`src/design/fp4dq_pkg.sv`:
```
// shared constants for the fp4 microscaled row dequantizer
// no dependencies
`default_nettype none

package fp4dq_pkg;

    localparam int ROW_COUNT_BITS_DEF = 24;
    localparam int CFG_DATA_W         = 24;

    localparam logic [5:0] MX_BLOCK_BYTES = 6'd17;
    localparam logic [5:0] NV_BLOCK_BYTES = 6'd36;

    localparam logic [31:0] CANON_NAN = 32'h7FC0_0000;

    // configuration register indexes
    localparam logic CFG_FORMAT_MODE = 1'b0;
    localparam logic CFG_ROW_LENGTH  = 1'b1;

    localparam logic [23:0] ROW_LENGTH_RST = 24'd32;

endpackage

`default_nettype wire

```
`src/design/fp4dq_in_if.sv`:
```
// input channel: one packed row byte per word
// no dependencies
`default_nettype none

interface fp4dq_in_if;
    logic       valid;
    logic       ready;
    logic [7:0] raw_byte;

    modport source (output valid, output raw_byte, input ready);
    modport sink   (input valid, input raw_byte, output ready);
endinterface

`default_nettype wire

```
`src/design/fp4dq_out_if.sv`:
```
// result channel: one float32 element per word
// no dependencies
`default_nettype none

interface fp4dq_out_if;
    logic        valid;
    logic        ready;
    logic [31:0] value_bits;
    logic        row_end;

    modport source (output valid, output value_bits, output row_end, input ready);
    modport sink   (input valid, input value_bits, input row_end, output ready);
endinterface

`default_nettype wire

```
`src/design/fp4_microscaled_row_dequantizer_core.sv`:
```
// fp4 microscaled row dequantizer, top level
// depends on fp4dq_pkg, fp4dq_in_if, fp4dq_out_if
//
// usage
//   in_ch carries the packed row one byte per word: scale bytes then data bytes,
//   17-byte blocks in mxfp4 mode, 36-byte blocks in nvfp4 mode
//   out_ch carries one float32 element per word, row_end on the row's last one
//   cfg_we/cfg_index/cfg_data write format_mode (index 0) and row_length (1),
//   only while the block is idle
//   a data byte's elements pass through the pending buffer and then the result
//   register, the upper nibble's element first
//   data bytes are paced by the single result port taking one element per
//   cycle while the receiver is ready; scale bytes and bytes past the row are
//   taken every cycle while the pending buffer has room
//   a two-entry pending buffer sits between the byte decode and the result
//   register, so a new byte is taken while the last element still waits
//   when the receiver stalls the result register holds and the pending
//   buffer fills, then in_ch.ready drops
//   reset clears block position, element count and both channels; format
//   goes to mxfp4 and row length to 32; scale bytes are undefined until written
`default_nettype none

module fp4_microscaled_row_dequantizer_core #(
    parameter int ROW_COUNT_BITS = fp4dq_pkg::ROW_COUNT_BITS_DEF
) (
    input  wire logic                            clk,
    input  wire logic                            rst_n,
    fp4dq_in_if.sink                             in_ch,
    fp4dq_out_if.source                          out_ch,
    input  wire logic                            cfg_we,
    input  wire logic                            cfg_index,
    input  wire logic [fp4dq_pkg::CFG_DATA_W-1:0] cfg_data
);

    typedef struct packed {
        logic [3:0] nib;
        logic       row_end;
        logic [7:0] scale;
        logic       mode;
    } pend_t;

    // configuration
    logic        mode_reg;
    logic [23:0] row_length_reg;

    always_ff @(posedge clk or negedge rst_n)
    begin
        if (!rst_n)
        begin
            mode_reg       <= 1'b0;
            row_length_reg <= fp4dq_pkg::ROW_LENGTH_RST;
        end
        else if (cfg_we)
        begin
            unique case (cfg_index)
                fp4dq_pkg::CFG_FORMAT_MODE: mode_reg       <= cfg_data[0];
                fp4dq_pkg::CFG_ROW_LENGTH:  row_length_reg <= cfg_data[23:0];
                default:                    mode_reg       <= mode_reg;
            endcase
        end
    end

    // block and row state
    logic [5:0]                byte_pos_reg, byte_pos_next;
    logic [ROW_COUNT_BITS-1:0] elem_cnt_reg, elem_cnt_next;
    logic [7:0]                scale_mem [4];

    logic [1:0] pend_cnt_reg, pend_cnt_next;
    pend_t      pend_reg [2];
    pend_t      pend_next [2];

    logic        out_valid_reg, out_valid_next;
    logic [31:0] value_reg;
    logic        row_end_reg;

    logic accept, move;

    assign move   = (pend_cnt_reg != 2'd0) && (!out_valid_reg || out_ch.ready);
    assign accept = in_ch.valid && in_ch.ready;

    assign in_ch.ready = (pend_cnt_reg == 2'd0) || ((pend_cnt_reg == 2'd1) && move);

    // byte decode
    logic [5:0]                blen, pos, d, pos_inc;
    logic                      is_scale;
    logic [ROW_COUNT_BITS-1:0] len, ec1, ec2;
    logic                      e1, e2, re1, re2;
    logic [7:0]                cur_scale;

    always_comb
    begin
        blen     = mode_reg ? fp4dq_pkg::NV_BLOCK_BYTES : fp4dq_pkg::MX_BLOCK_BYTES;
        pos      = (byte_pos_reg >= blen) ? 6'd0 : byte_pos_reg;
        is_scale = mode_reg ? (pos < 6'd4) : (pos == 6'd0);
        d        = pos - (mode_reg ? 6'd4 : 6'd1);
        len      = ROW_COUNT_BITS'(row_length_reg);
        cur_scale = mode_reg ? scale_mem[d[4:3]] : scale_mem[0];

        e1  = !is_scale && (elem_cnt_reg < len);
        ec1 = e1 ? elem_cnt_reg + 1'b1 : elem_cnt_reg;
        re1 = (ec1 == len);
        e2  = !is_scale && (ec1 < len);
        ec2 = e2 ? ec1 + 1'b1 : ec1;
        re2 = (ec2 == len);

        pos_inc = pos + 6'd1;
        if (pos_inc >= blen)
        begin
            byte_pos_next = 6'd0;
            elem_cnt_next = (ec2 >= len) ? '0 : ec2;
        end
        else
        begin
            byte_pos_next = pos_inc;
            elem_cnt_next = ec2;
        end
    end

    always_ff @(posedge clk)
    begin
        if (accept && is_scale)
        begin
            scale_mem[pos[1:0]] <= in_ch.raw_byte;
        end
    end

    always_ff @(posedge clk or negedge rst_n)
    begin
        if (!rst_n)
        begin
            byte_pos_reg <= '0;
            elem_cnt_reg <= '0;
        end
        else if (accept)
        begin
            byte_pos_reg <= byte_pos_next;
            elem_cnt_reg <= elem_cnt_next;
        end
    end

    // pending buffer, front entry in slot 0
    always_comb
    begin
        pend_cnt_next = pend_cnt_reg;
        pend_next[0]  = pend_reg[0];
        pend_next[1]  = pend_reg[1];
        if (move)
        begin
            pend_next[0]  = pend_reg[1];
            pend_cnt_next = pend_cnt_reg - 2'd1;
        end
        if (accept && e1)
        begin
            pend_next[0]  = '{nib: in_ch.raw_byte[7:4], row_end: re1,
                              scale: cur_scale, mode: mode_reg};
            pend_next[1]  = '{nib: in_ch.raw_byte[3:0], row_end: re2,
                              scale: cur_scale, mode: mode_reg};
            pend_cnt_next = e2 ? 2'd2 : 2'd1;
        end
    end

    always_ff @(posedge clk)
    begin
        pend_reg[0] <= pend_next[0];
        pend_reg[1] <= pend_next[1];
    end

    always_ff @(posedge clk or negedge rst_n)
    begin
        if (!rst_n)
        begin
            pend_cnt_reg <= 2'd0;
        end
        else
        begin
            pend_cnt_reg <= pend_cnt_next;
        end
    end

    // element times scale, exact unless it overflows
    pend_t              f;
    logic [3:0]         h, s_man;
    logic signed [8:0]  s_k;
    logic               s_inf, s_zero, sgn;
    logic [4:0]         ex;
    logic [7:0]         prod, norm;
    logic [2:0]         p;
    logic signed [10:0] bexp, sh;
    logic [31:0]        value_next;

    always_comb
    begin
        f   = pend_reg[0];
        sgn = f.nib[3];
        unique case (f.nib[2:0])
            3'd0:    h = 4'd0;
            3'd1:    h = 4'd1;
            3'd2:    h = 4'd2;
            3'd3:    h = 4'd3;
            3'd4:    h = 4'd4;
            3'd5:    h = 4'd6;
            3'd6:    h = 4'd8;
            3'd7:    h = 4'd12;
            default: h = 4'd0;
        endcase

        ex     = f.scale[7:3];
        s_inf  = 1'b0;
        s_zero = 1'b0;
        if (!f.mode)
        begin
            s_man = 4'd1;
            s_k   = $signed({1'b0, f.scale}) - 9'sd127;
            s_inf = (f.scale == 8'hFF);
        end
        else if (ex == 5'd0)
        begin
            s_man = {1'b0, f.scale[2:0]};
            s_k   = -9'sd6;
        end
        else
        begin
            s_man  = {1'b1, f.scale[2:0]};
            s_k    = $signed({4'b0, ex}) - 9'sd10;
            s_zero = (ex == 5'h1F);
        end

        prod = {4'd0, h} * {4'd0, s_man};
        p    = 3'd0;
        for (int i = 0; i < 8; i++)
        begin
            if (prod[i])
            begin
                p = 3'(i);
            end
        end
        bexp = 11'(s_k) + 11'sd126 + $signed({8'b0, p});
        sh   = 11'(s_k) + 11'sd148;
        norm = prod << (3'd7 - p);

        if (s_inf)
        begin
            value_next = (h == 4'd0) ? fp4dq_pkg::CANON_NAN : {sgn, 8'hFF, 23'd0};
        end
        else if (s_zero || prod == 8'd0)
        begin
            value_next = {sgn, 31'd0};
        end
        else if (bexp > 11'sd254)
        begin
            value_next = {sgn, 8'hFF, 23'd0};
        end
        else if (bexp <= 11'sd0)
        begin
            value_next = {sgn, 31'({23'd0, prod} << sh[4:0])};
        end
        else
        begin
            value_next = {sgn, bexp[7:0], norm[6:0], 16'd0};
        end
    end

    // result register
    assign out_valid_next = move ? 1'b1 : (out_valid_reg && !out_ch.ready);

    always_ff @(posedge clk or negedge rst_n)
    begin
        if (!rst_n)
        begin
            out_valid_reg <= 1'b0;
        end
        else
        begin
            out_valid_reg <= out_valid_next;
        end
    end

    always_ff @(posedge clk)
    begin
        if (move)
        begin
            value_reg   <= value_next;
            row_end_reg <= f.row_end;
        end
    end

    assign out_ch.valid      = out_valid_reg;
    assign out_ch.value_bits = value_reg;
    assign out_ch.row_end    = row_end_reg;

endmodule

`default_nettype wire

```
`src/flat_wrapper.sv`:
```
// flat-port wrapper written by rule: the top's interface ports become plain ports
module fp4_microscaled_row_dequantizer_core_flat 
#(
    parameter int ROW_COUNT_BITS = fp4dq_pkg::ROW_COUNT_BITS_DEF
)
  (clk, rst_n, cfg_we, cfg_index, cfg_data, in_ch_valid, in_ch_raw_byte, in_ch_ready, out_ch_valid, out_ch_value_bits, out_ch_row_end, out_ch_ready);
  fp4dq_in_if in_ch_i ();
  fp4dq_out_if out_ch_i ();
  input  wire logic clk;
  input  wire logic rst_n;
  input  wire logic cfg_we;
  input  wire logic cfg_index;
  input  wire logic [fp4dq_pkg::CFG_DATA_W-1:0] cfg_data;
  input wire logic [$bits(in_ch_i.valid)-1:0] in_ch_valid;
  input wire logic [$bits(in_ch_i.raw_byte)-1:0] in_ch_raw_byte;
  output wire logic [$bits(in_ch_i.ready)-1:0] in_ch_ready;
  output wire logic [$bits(out_ch_i.valid)-1:0] out_ch_valid;
  output wire logic [$bits(out_ch_i.value_bits)-1:0] out_ch_value_bits;
  output wire logic [$bits(out_ch_i.row_end)-1:0] out_ch_row_end;
  input wire logic [$bits(out_ch_i.ready)-1:0] out_ch_ready;
  assign in_ch_i.valid = in_ch_valid;
  assign in_ch_i.raw_byte = in_ch_raw_byte;
  assign in_ch_ready = in_ch_i.ready;
  assign out_ch_valid = out_ch_i.valid;
  assign out_ch_value_bits = out_ch_i.value_bits;
  assign out_ch_row_end = out_ch_i.row_end;
  assign out_ch_i.ready = out_ch_ready;
  fp4_microscaled_row_dequantizer_core #(.ROW_COUNT_BITS(ROW_COUNT_BITS)) u_core (.clk(clk), .rst_n(rst_n), .in_ch(in_ch_i), .out_ch(out_ch_i), .cfg_we(cfg_we), .cfg_index(cfg_index), .cfg_data(cfg_data));
endmodule
```
`config.mk`:
```
export PLATFORM = sky130hd
export DESIGN_NAME = fp4_microscaled_row_dequantizer_core_flat
export DESIGN_NICKNAME = d
export VERILOG_FILES = /design/src/design/fp4dq_pkg.sv /design/src/design/fp4dq_in_if.sv /design/src/design/fp4dq_out_if.sv /design/src/design/fp4_microscaled_row_dequantizer_core.sv /design/src/flat_wrapper.sv
export SDC_FILE = /design/constraint.sdc
export NUM_CORES = 1
export LEC_CHECK = 0
export ABC_AREA = 1
export BUFFER_PORTS_ARGS = -buffer_cell sky130_fd_sc_hd__buf_2
export CORE_MARGIN = 1.5
export CORE_UTILIZATION = 55
export CTS_CLUSTER_DIAMETER = 50
export CTS_CLUSTER_SIZE = 25
export DETAILED_ROUTE_END_ITERATION = 6
export PLACE_DENSITY = 0.76
export SLEW_MARGIN = 20
export SYNTH_ARGS = -nofsm -noshare
export SYNTH_HDL_FRONTEND = slang
export SYNTH_SLANG_ARGS = --single-unit
```
`constraint.sdc`:
```
create_clock -name clk -period 9.15 [get_ports clk]
set_input_delay 1.83 -clock clk [delete_from_list [all_inputs] [get_ports clk]]
set_output_delay 1.83 -clock clk [all_outputs]
set_load 0.02 [all_outputs]
```
# Yosys cells after proc, flatten, opt, wreduce, memory -nomap -nowiden
# Memory sizes are Yosys's and may differ from the RTL's.
# Cells that the tools add are included.
[word_totals] register_bits=91 rom_bits=32 mem_bits_rw=60 memories=3 elab_cells=99
[op_classes] bitwise=1 mux=37 reduce_logical=23 shift=2 order_cmp=8 eq_ne=5 n_mul=1 add_sub_neg=11
[mem_list] name="(no name shown)" depth=8 word_bits=4 read_ports=1 rd_ports_with_merged_regs=0 wr=0 line_no="fp4_microscaled_row_dequantizer_core.sv:195" source="unique case (f.nib[2:0])"
[mem_list] name="u_core.scale_mem" depth=4 word_bits=8 read_ports=2 rd_ports_with_merged_regs=0 wr=1 line_no="fp4_microscaled_row_dequantizer_core.sv:66" source="logic [7:0] scale_mem [4];"
[mem_list] name="u_core.pend_reg" depth=2 word_bits=14 read_ports=2 rd_ports_with_merged_regs=0 wr=2 line_no="fp4_microscaled_row_dequantizer_core.sv:69" source="pend_t pend_reg [2];"
[ops] operator="$mux 24" count=4
[ops] operator="$mux 31" count=3
[ops] operator="$mux 32" count=2
[ops] operator="$add 24x1->24 const B" count=2
[ops] operator="$eq 24x24->1" count=2
[ops] operator="$lt 24x24->1" count=2
[ops] operator="$shl 8x5->31" count=1
[ops] operator="$mux 28" count=1
[ops] operator="$ge 24x24->1" count=1
[ops] operator="$mux 6" count=3
[ops] operator="$mux 9" count=2
[ops] operator="$mux 3" count=5
[ops] operator="$mux 14" count=1
[ops] operator="$ge 6x6->1" count=2
[ops] operator="$add 11x4->11" count=1
[ops] operator="$gt 11x9->1 const B" count=1
[ops] operator="$le 11x1->1 const B" count=1
[ops] operator="$add 9x8->10 const B" count=1
[ops] operator="$mux 2" count=5
[ops] operator="$sub 8x7->9 const B" count=1
[ops] operator="$eq 8x8->1 const B" count=1
[ops] operator="$logic_and 1x1->1" count=8
[ops] operator="$logic_not 8->1" count=1
[ops] operator="$mul 4x4->8" count=1
[ops] operator="other kinds (22)" count=36

# Longest topological paths before layout
# An unclocked memory read counts as a cell.
[depth] depth_word=18 depth_mapped=52

# Worst setup path before layout
# No wires, ideal clock.
[synth_path] kind="register -> register" startpoint="register u_core.mode_reg" endpoint="register u_core.elem_cnt_reg[8]" slack_ns=2.489 path_stages_with_launch=51 t_required_ns=9.022 arrival_time_ns=6.533 path_cell_list="dfrtp_1 inv_1 clkbuf_1 clkbuf_1 ha_1 nand2_1 inv_1 a21oi_1 nand3_2 nor2_1 inv_1 ha_1 nor2_1 nor2_4 nand2_8 nand2_4 buf_12 buf_12 [15 not listed] nor2_4 nand3_1 and2_1 ha_1 nand2_1 inv_1 nand3_1 inv_1 nand3_1 nor2_1 inv_1 o2111ai_1 nor2_1 nor2_1 nor2_4 buf_4 nand2_1 o21ai_1"
[synth_between] elab_chain_len=14 word_cells_on_any_way=18 cone_classes="add/sub (2); order compare (5); mux (7); reduce/logical (4)"
[synth_lines] item="start, declared" line_no="fp4_microscaled_row_dequantizer_core.sv:43" source="logic mode_reg;"
[synth_lines] item="start signal, assigned" line_no="fp4_microscaled_row_dequantizer_core.sv:56" source="fp4dq_pkg::CFG_FORMAT_MODE: mode_reg <= cfg_data[0];"
[synth_lines] item="start signal, assigned" line_no="fp4_microscaled_row_dequantizer_core.sv:58" source="default: mode_reg <= mode_reg;"
[synth_lines] item="$mux 6" line_no="fp4_microscaled_row_dequantizer_core.sv:92" source="blen = mode_reg ? fp4dq_pkg::NV_BLOCK_BYTES : fp4dq_pkg::MX_BLOCK_BYTES;"
[synth_lines] item="$ge 6x6->1" line_no="fp4_microscaled_row_dequantizer_core.sv:93" source="pos = (byte_pos_reg >= blen) ? 6'd0 : byte_pos_reg;"
[synth_lines] item="$mux 6" line_no="fp4_microscaled_row_dequantizer_core.sv:93"
[synth_lines] item="$lt 6x3->1 or $logic_not 6->1 (tied branches)" line_no="fp4_microscaled_row_dequantizer_core.sv:94" source="is_scale = mode_reg ? (pos < 6'd4) : (pos == 6'd0);"
[synth_lines] item="$mux 1" line_no="fp4_microscaled_row_dequantizer_core.sv:94"
[synth_lines] item="$logic_not 1->1" line_no="fp4_microscaled_row_dequantizer_core.sv:99, fp4_microscaled_row_dequantizer_core.sv:102"
[synth_lines] item="$logic_and 1x1->1" line_no="fp4_microscaled_row_dequantizer_core.sv:99" source="e1 = !is_scale && (elem_cnt_reg < len);"
[synth_lines] item="$mux 24" line_no="fp4_microscaled_row_dequantizer_core.sv:100" source="ec1 = e1 ? elem_cnt_reg + 1'b1 : elem_cnt_reg;"
[synth_lines] item="$lt 24x24->1" line_no="fp4_microscaled_row_dequantizer_core.sv:102" source="e2 = !is_scale && (ec1 < len);"
[synth_lines] item="$logic_and 1x1->1" line_no="fp4_microscaled_row_dequantizer_core.sv:102"
[synth_lines] item="$mux 24" line_no="fp4_microscaled_row_dequantizer_core.sv:103" source="ec2 = e2 ? ec1 + 1'b1 : ec1;"
[synth_lines] item="$ge 24x24->1" line_no="fp4_microscaled_row_dequantizer_core.sv:110" source="elem_cnt_next = (ec2 >= len) ? '0 : ec2;"
[synth_lines] item="$mux 24" line_no="fp4_microscaled_row_dequantizer_core.sv:110"
[synth_lines] item="$mux 24 (*)" line_no="fp4_microscaled_row_dequantizer_core.sv:107" source="if (pos_inc >= blen)"
[synth_lines] item="end signal, assigned" line_no="fp4_microscaled_row_dequantizer_core.sv:137" source="elem_cnt_reg <= elem_cnt_next;"
[synth_lines] item="end, declared" line_no="fp4_microscaled_row_dequantizer_core.sv:65" source="logic [ROW_COUNT_BITS-1:0] elem_cnt_reg, elem_cnt_next;"
# Every way passes the cells marked *; elsewhere a longest branch is shown, timed or not.
# A chain may end at the register's enable or synchronous reset.

# Worst setup path after layout
[layout_path] startpoint="register u_core.mode_reg" endpoint="register u_core.elem_cnt_reg[5]"
# The elaborated chain is that of the path after synthesis.

==> results list <==
- Entering global routing, the biggest net connects 59 pins.
- The Yosys step of the flow raised 0 warnings.
- For this run, the slowest stage of the critical path takes roughly 580 ps.
- Row Count: 54
* Post-synthesis mux area share: 0.0829%
* Critical Path Start Type: flop
- Most common flop cell mapped by yosys: sky130_fd_sc_hd__edfxtp_1
- For this block, the routed nets add up to 29.3 mm of wire.
- After synthesis, the largest area contributor takes up 23.1% of total cell area.
* Final ANT Viol Nets: 0
- Arrival time at the worst endpoint: 8720 ps
* Peak clock frequency supported by timing: about 120 MHz
* Worst Min Path Start: u_core.pend_reg[0][9]
* Synthesized flop and latch total: around 150
- CTS tree: done
* Ratio of routed vias to standard cells: ~5.3
- After synthesis, the share of flip-flops with an asynchronous set or reset is slightly below 40%.
- Final HPWL DP: ~22 mm
- Category of the critical setup timing path: reg -> reg
- First-pass DRT Iterations: 5
- Library cell with the largest summed area after synthesis: sky130_fd_sc_hd__edfxtp_1
- After the last flow step, the layout net total stands at 1812.
* Number of CTS-inserted buffers: 17
* FF-to-FF Start: u_core.mode_reg
* Number of cells traversed by the worst hold path: 0
* DRC violation total after the first TritonRoute iteration: 795
- Count of input and output buffers: ~70
* Final setup vio count: 0
* Share of final-layout standard cells stronger than drive strength 1: 12.0%
- Clk pin slew, worst setup/hold paths: 70 ps
* Standard cell with the maximum stage delay on the critical path: sky130_fd_sc_hd__nor3_1
- Number of enable flip-flop cells after synthesis: 93
- Hold is met by 513 ps.
* Share of the clock period used by the worst path: 91.6%
- Dividing the detail-routed wire length by the instance count gives 15.0 um.
- In this run the worst hold path is classified as reg -> reg.
- Critical R2R Capture: u_core.elem_cnt_reg[5]
- Clock period minus worst slack: 8380 ps
* Area growth, synth to finish: 9.63%
- The number of antenna diodes in the final layout is 0.
* Cell repeated most along the worst path: sky130_fd_sc_hd__nand2_1
- The later pin in the worst-skew pair is clocked with a latency of 440 ps.
- Adder-Cell Fraction of Synth Area: roughly an eighth
* Number of buffers on the longest clock path: 2
- Clock Sinks: roughly 150
* Gate count after technology mapping: 1598
- Final weighted congestion of routability-driven global placement: just under 1
- Area taken by flip-flops and latches: 4250 um^2
- Outcome: finished clean
- Number of top-level pins: 73
- In this run the worst path has a maximum fanout of 39.
- The floorplan step set the die height to 151 um.
- For the worst setup path, the data required time is 9480 ps.
- Antenna violations before repair: 0
- Averaged over all synthesized cells, the footprint is approximately 7.6 um^2.
- Leading cell type by number of instances after synthesis: sky130_fd_sc_hd__nand2_1
- Among cell families on the critical path, the largest total delay comes from simple AND/OR/NAND/NOR gates.
- Floorplan Core Area: 21700 um^2
- Vias in the first global route: roughly 9400
* Post-synthesis compound-gate area fraction: 10.6%
* Syn Nets: 1750
- After global routing the overflow that remains totals 0.
- Area share of xor/xnor cells in the synthesized design: 3.60%
- At the pin with the least slew margin, the transition time is roughly 910 ps.
* Final Hold Vio Count: 0
- After synthesis, flip-flops and latches occupy between 30% and 40% of the total area.
* Main combinational cell family by area after synthesis: simple AND/OR/NAND/NOR gates
- Once the floorplan was initialized, standard cells occupied 55.6% of the core.
- Number of pins with negative max-slew slack in the final report: 0
- CP Capture Type: flop
* Die ar.: 22800 um^2
- The H-tree was split into 4 levels.
- Setup total negative slack: 0 ps
- Together, buffers and inverters on the worst path number 7.
- Area taken by multi-input logic gates: between 6000 and 7000 um^2
- Number of distinct standard cells referenced by the synthesized netlist: 52
* Routed vias: 10400
- Die boundary width: 151 um
- The worst hold path terminates at u_core.out_ch.row_end.
* Ranking of synthesized cells by area: sky130_fd_sc_hd__edfxtp_1 23%, sky130_fd_sc_hd__nand2_1 13%, sky130_fd_sc_hd__dfrtp_1 12%
- Number of cell instances on the worst register-to-register path: 43
* Number of violations of the max-capacitance limit: 0
* Worst rel slew slack: 39.0%
* Filler cell count in the final layout: 1908
- After synthesis the cells add up to 12100 um^2.
- The synthesized netlist devotes 29.4% of its cell area to simple gates.
- Hold buffer count at CTS: 0
* Cell types with the highest counts after synthesis: 428 x sky130_fd_sc_hd__nand2_1, 223 x sky130_fd_sc_hd__inv_1, 154 x sky130_fd_sc_hd__nor2_1, 109 x sky130_fd_sc_hd__ha_1, 106 x sky130_fd_sc_hd__nand3_1
* First-pass GRT wire length: between 40 and 50 mm
- Across every metal layer, demand over resource in global routing totals 26.7%.
- Internal reg-to-reg setup slack: roughly 770 ps
- For this run, design rule violations remaining after detail routing come to 0.
- Final worst clock skew: 16.8 ps
* Clock Root Buffer: sky130_fd_sc_hd__clkbuf_16
==> layout by cell type, fill, tap and decap left out, drive strengths merged, types with 4 or more instances in the layout <==
master,Yosys,layout
nand2,455,455
inv,231,239
nor2,181,181
nand3,116,116
ha,109,109
edfxtp,93,93
o21ai,93,93
a21oi,81,81
buf,11,76
dfrtp,57,57
xor2,44,44
nand4,17,17
clkbuf,22,17
nor3,17,17
o211ai,13,13
a22oi,10,10
clkinv,4,10
o22ai,9,9
a31oi,5,5
fa,5,5
o21a,4,4
==> through the flow <==
step,cells,instance area (um^2),setup WS (ps),util [%]
after detailed placement,1921,12600,927,58.2
after floorplan,1598,12100,2490,-
final,1953,13200,767,61.0
after CTS,1953,13200,801,61.0
after global routing,1953,13200,-6.77,61.0
after global placement,1921,12600,1070,58.2
==> metal layers <==
metal	GRT usage (%)	wire length (um)
met1	39.0	14300
met3	3.43	1690
met2	41.9	12800
met4	6.89	416
met5	0	0
==> cells by family (layout without fill, tap and decap cells) <==
| family | after synthesis | in the layout |
|---|---|---|
| and+or+nand+nor | 796 | 796 |
| buffers and inverters | 268 | 343 |
| AOI/OAI and AO/OA | 221 | 221 |
| DFF | 151 | 151 |
| adders and majority gates | 114 | 114 |
| xor gates and xnor gates | 47 | 47 |
| muxes | 1 | 1 |
==> worst register-to-register path, delay by kind of cell (launching register included) <==
kind	cells	cell delay, ps
AND/OR/NAND/NOR	25	3590
AO/OA/AOI/OAI	7	1540
buffers and inverters	7	1340
adder cells (fa/ha/maj)	4	1300
flip-flops	1	500
==> worst max-delay path by stage <==
stage          cells after the start  slack [ps]                     end            start
2_1_floorplan                     50        2490  u_core.elem_cnt_reg[8]  u_core.mode_reg
3_3_place_gp                      43        1070  u_core.elem_cnt_reg[5]  u_core.mode_reg
3_5_place_dp                      43         930  u_core.elem_cnt_reg[0]  u_core.mode_reg
4_1_cts                           43         800  u_core.elem_cnt_reg[5]  u_core.mode_reg
5_1_grt                           43          -7  u_core.elem_cnt_reg[5]  u_core.mode_reg
6_report                          43         770  u_core.elem_cnt_reg[5]  u_core.mode_reg
==> cell type report <==
cell class	count	area share, %
clock inverter	15	1.43
inverter	235	6.71
timing repair buffer	76	2.95
tap	280	2.65
multi-input combinational	1179	51.0
sequential	151	32.1
clock buffer	17	3.22
==> what timing repair did <==
item | 4_1_cts | 5_1_grt
resized for setup | 0 | 2
setup buffers | 0 | 0
setup endpoints to repair | 0 | 7
Power is not shown: default switching activity piles up to over one toggle a cycle in this logic, so the estimate is an artifact.
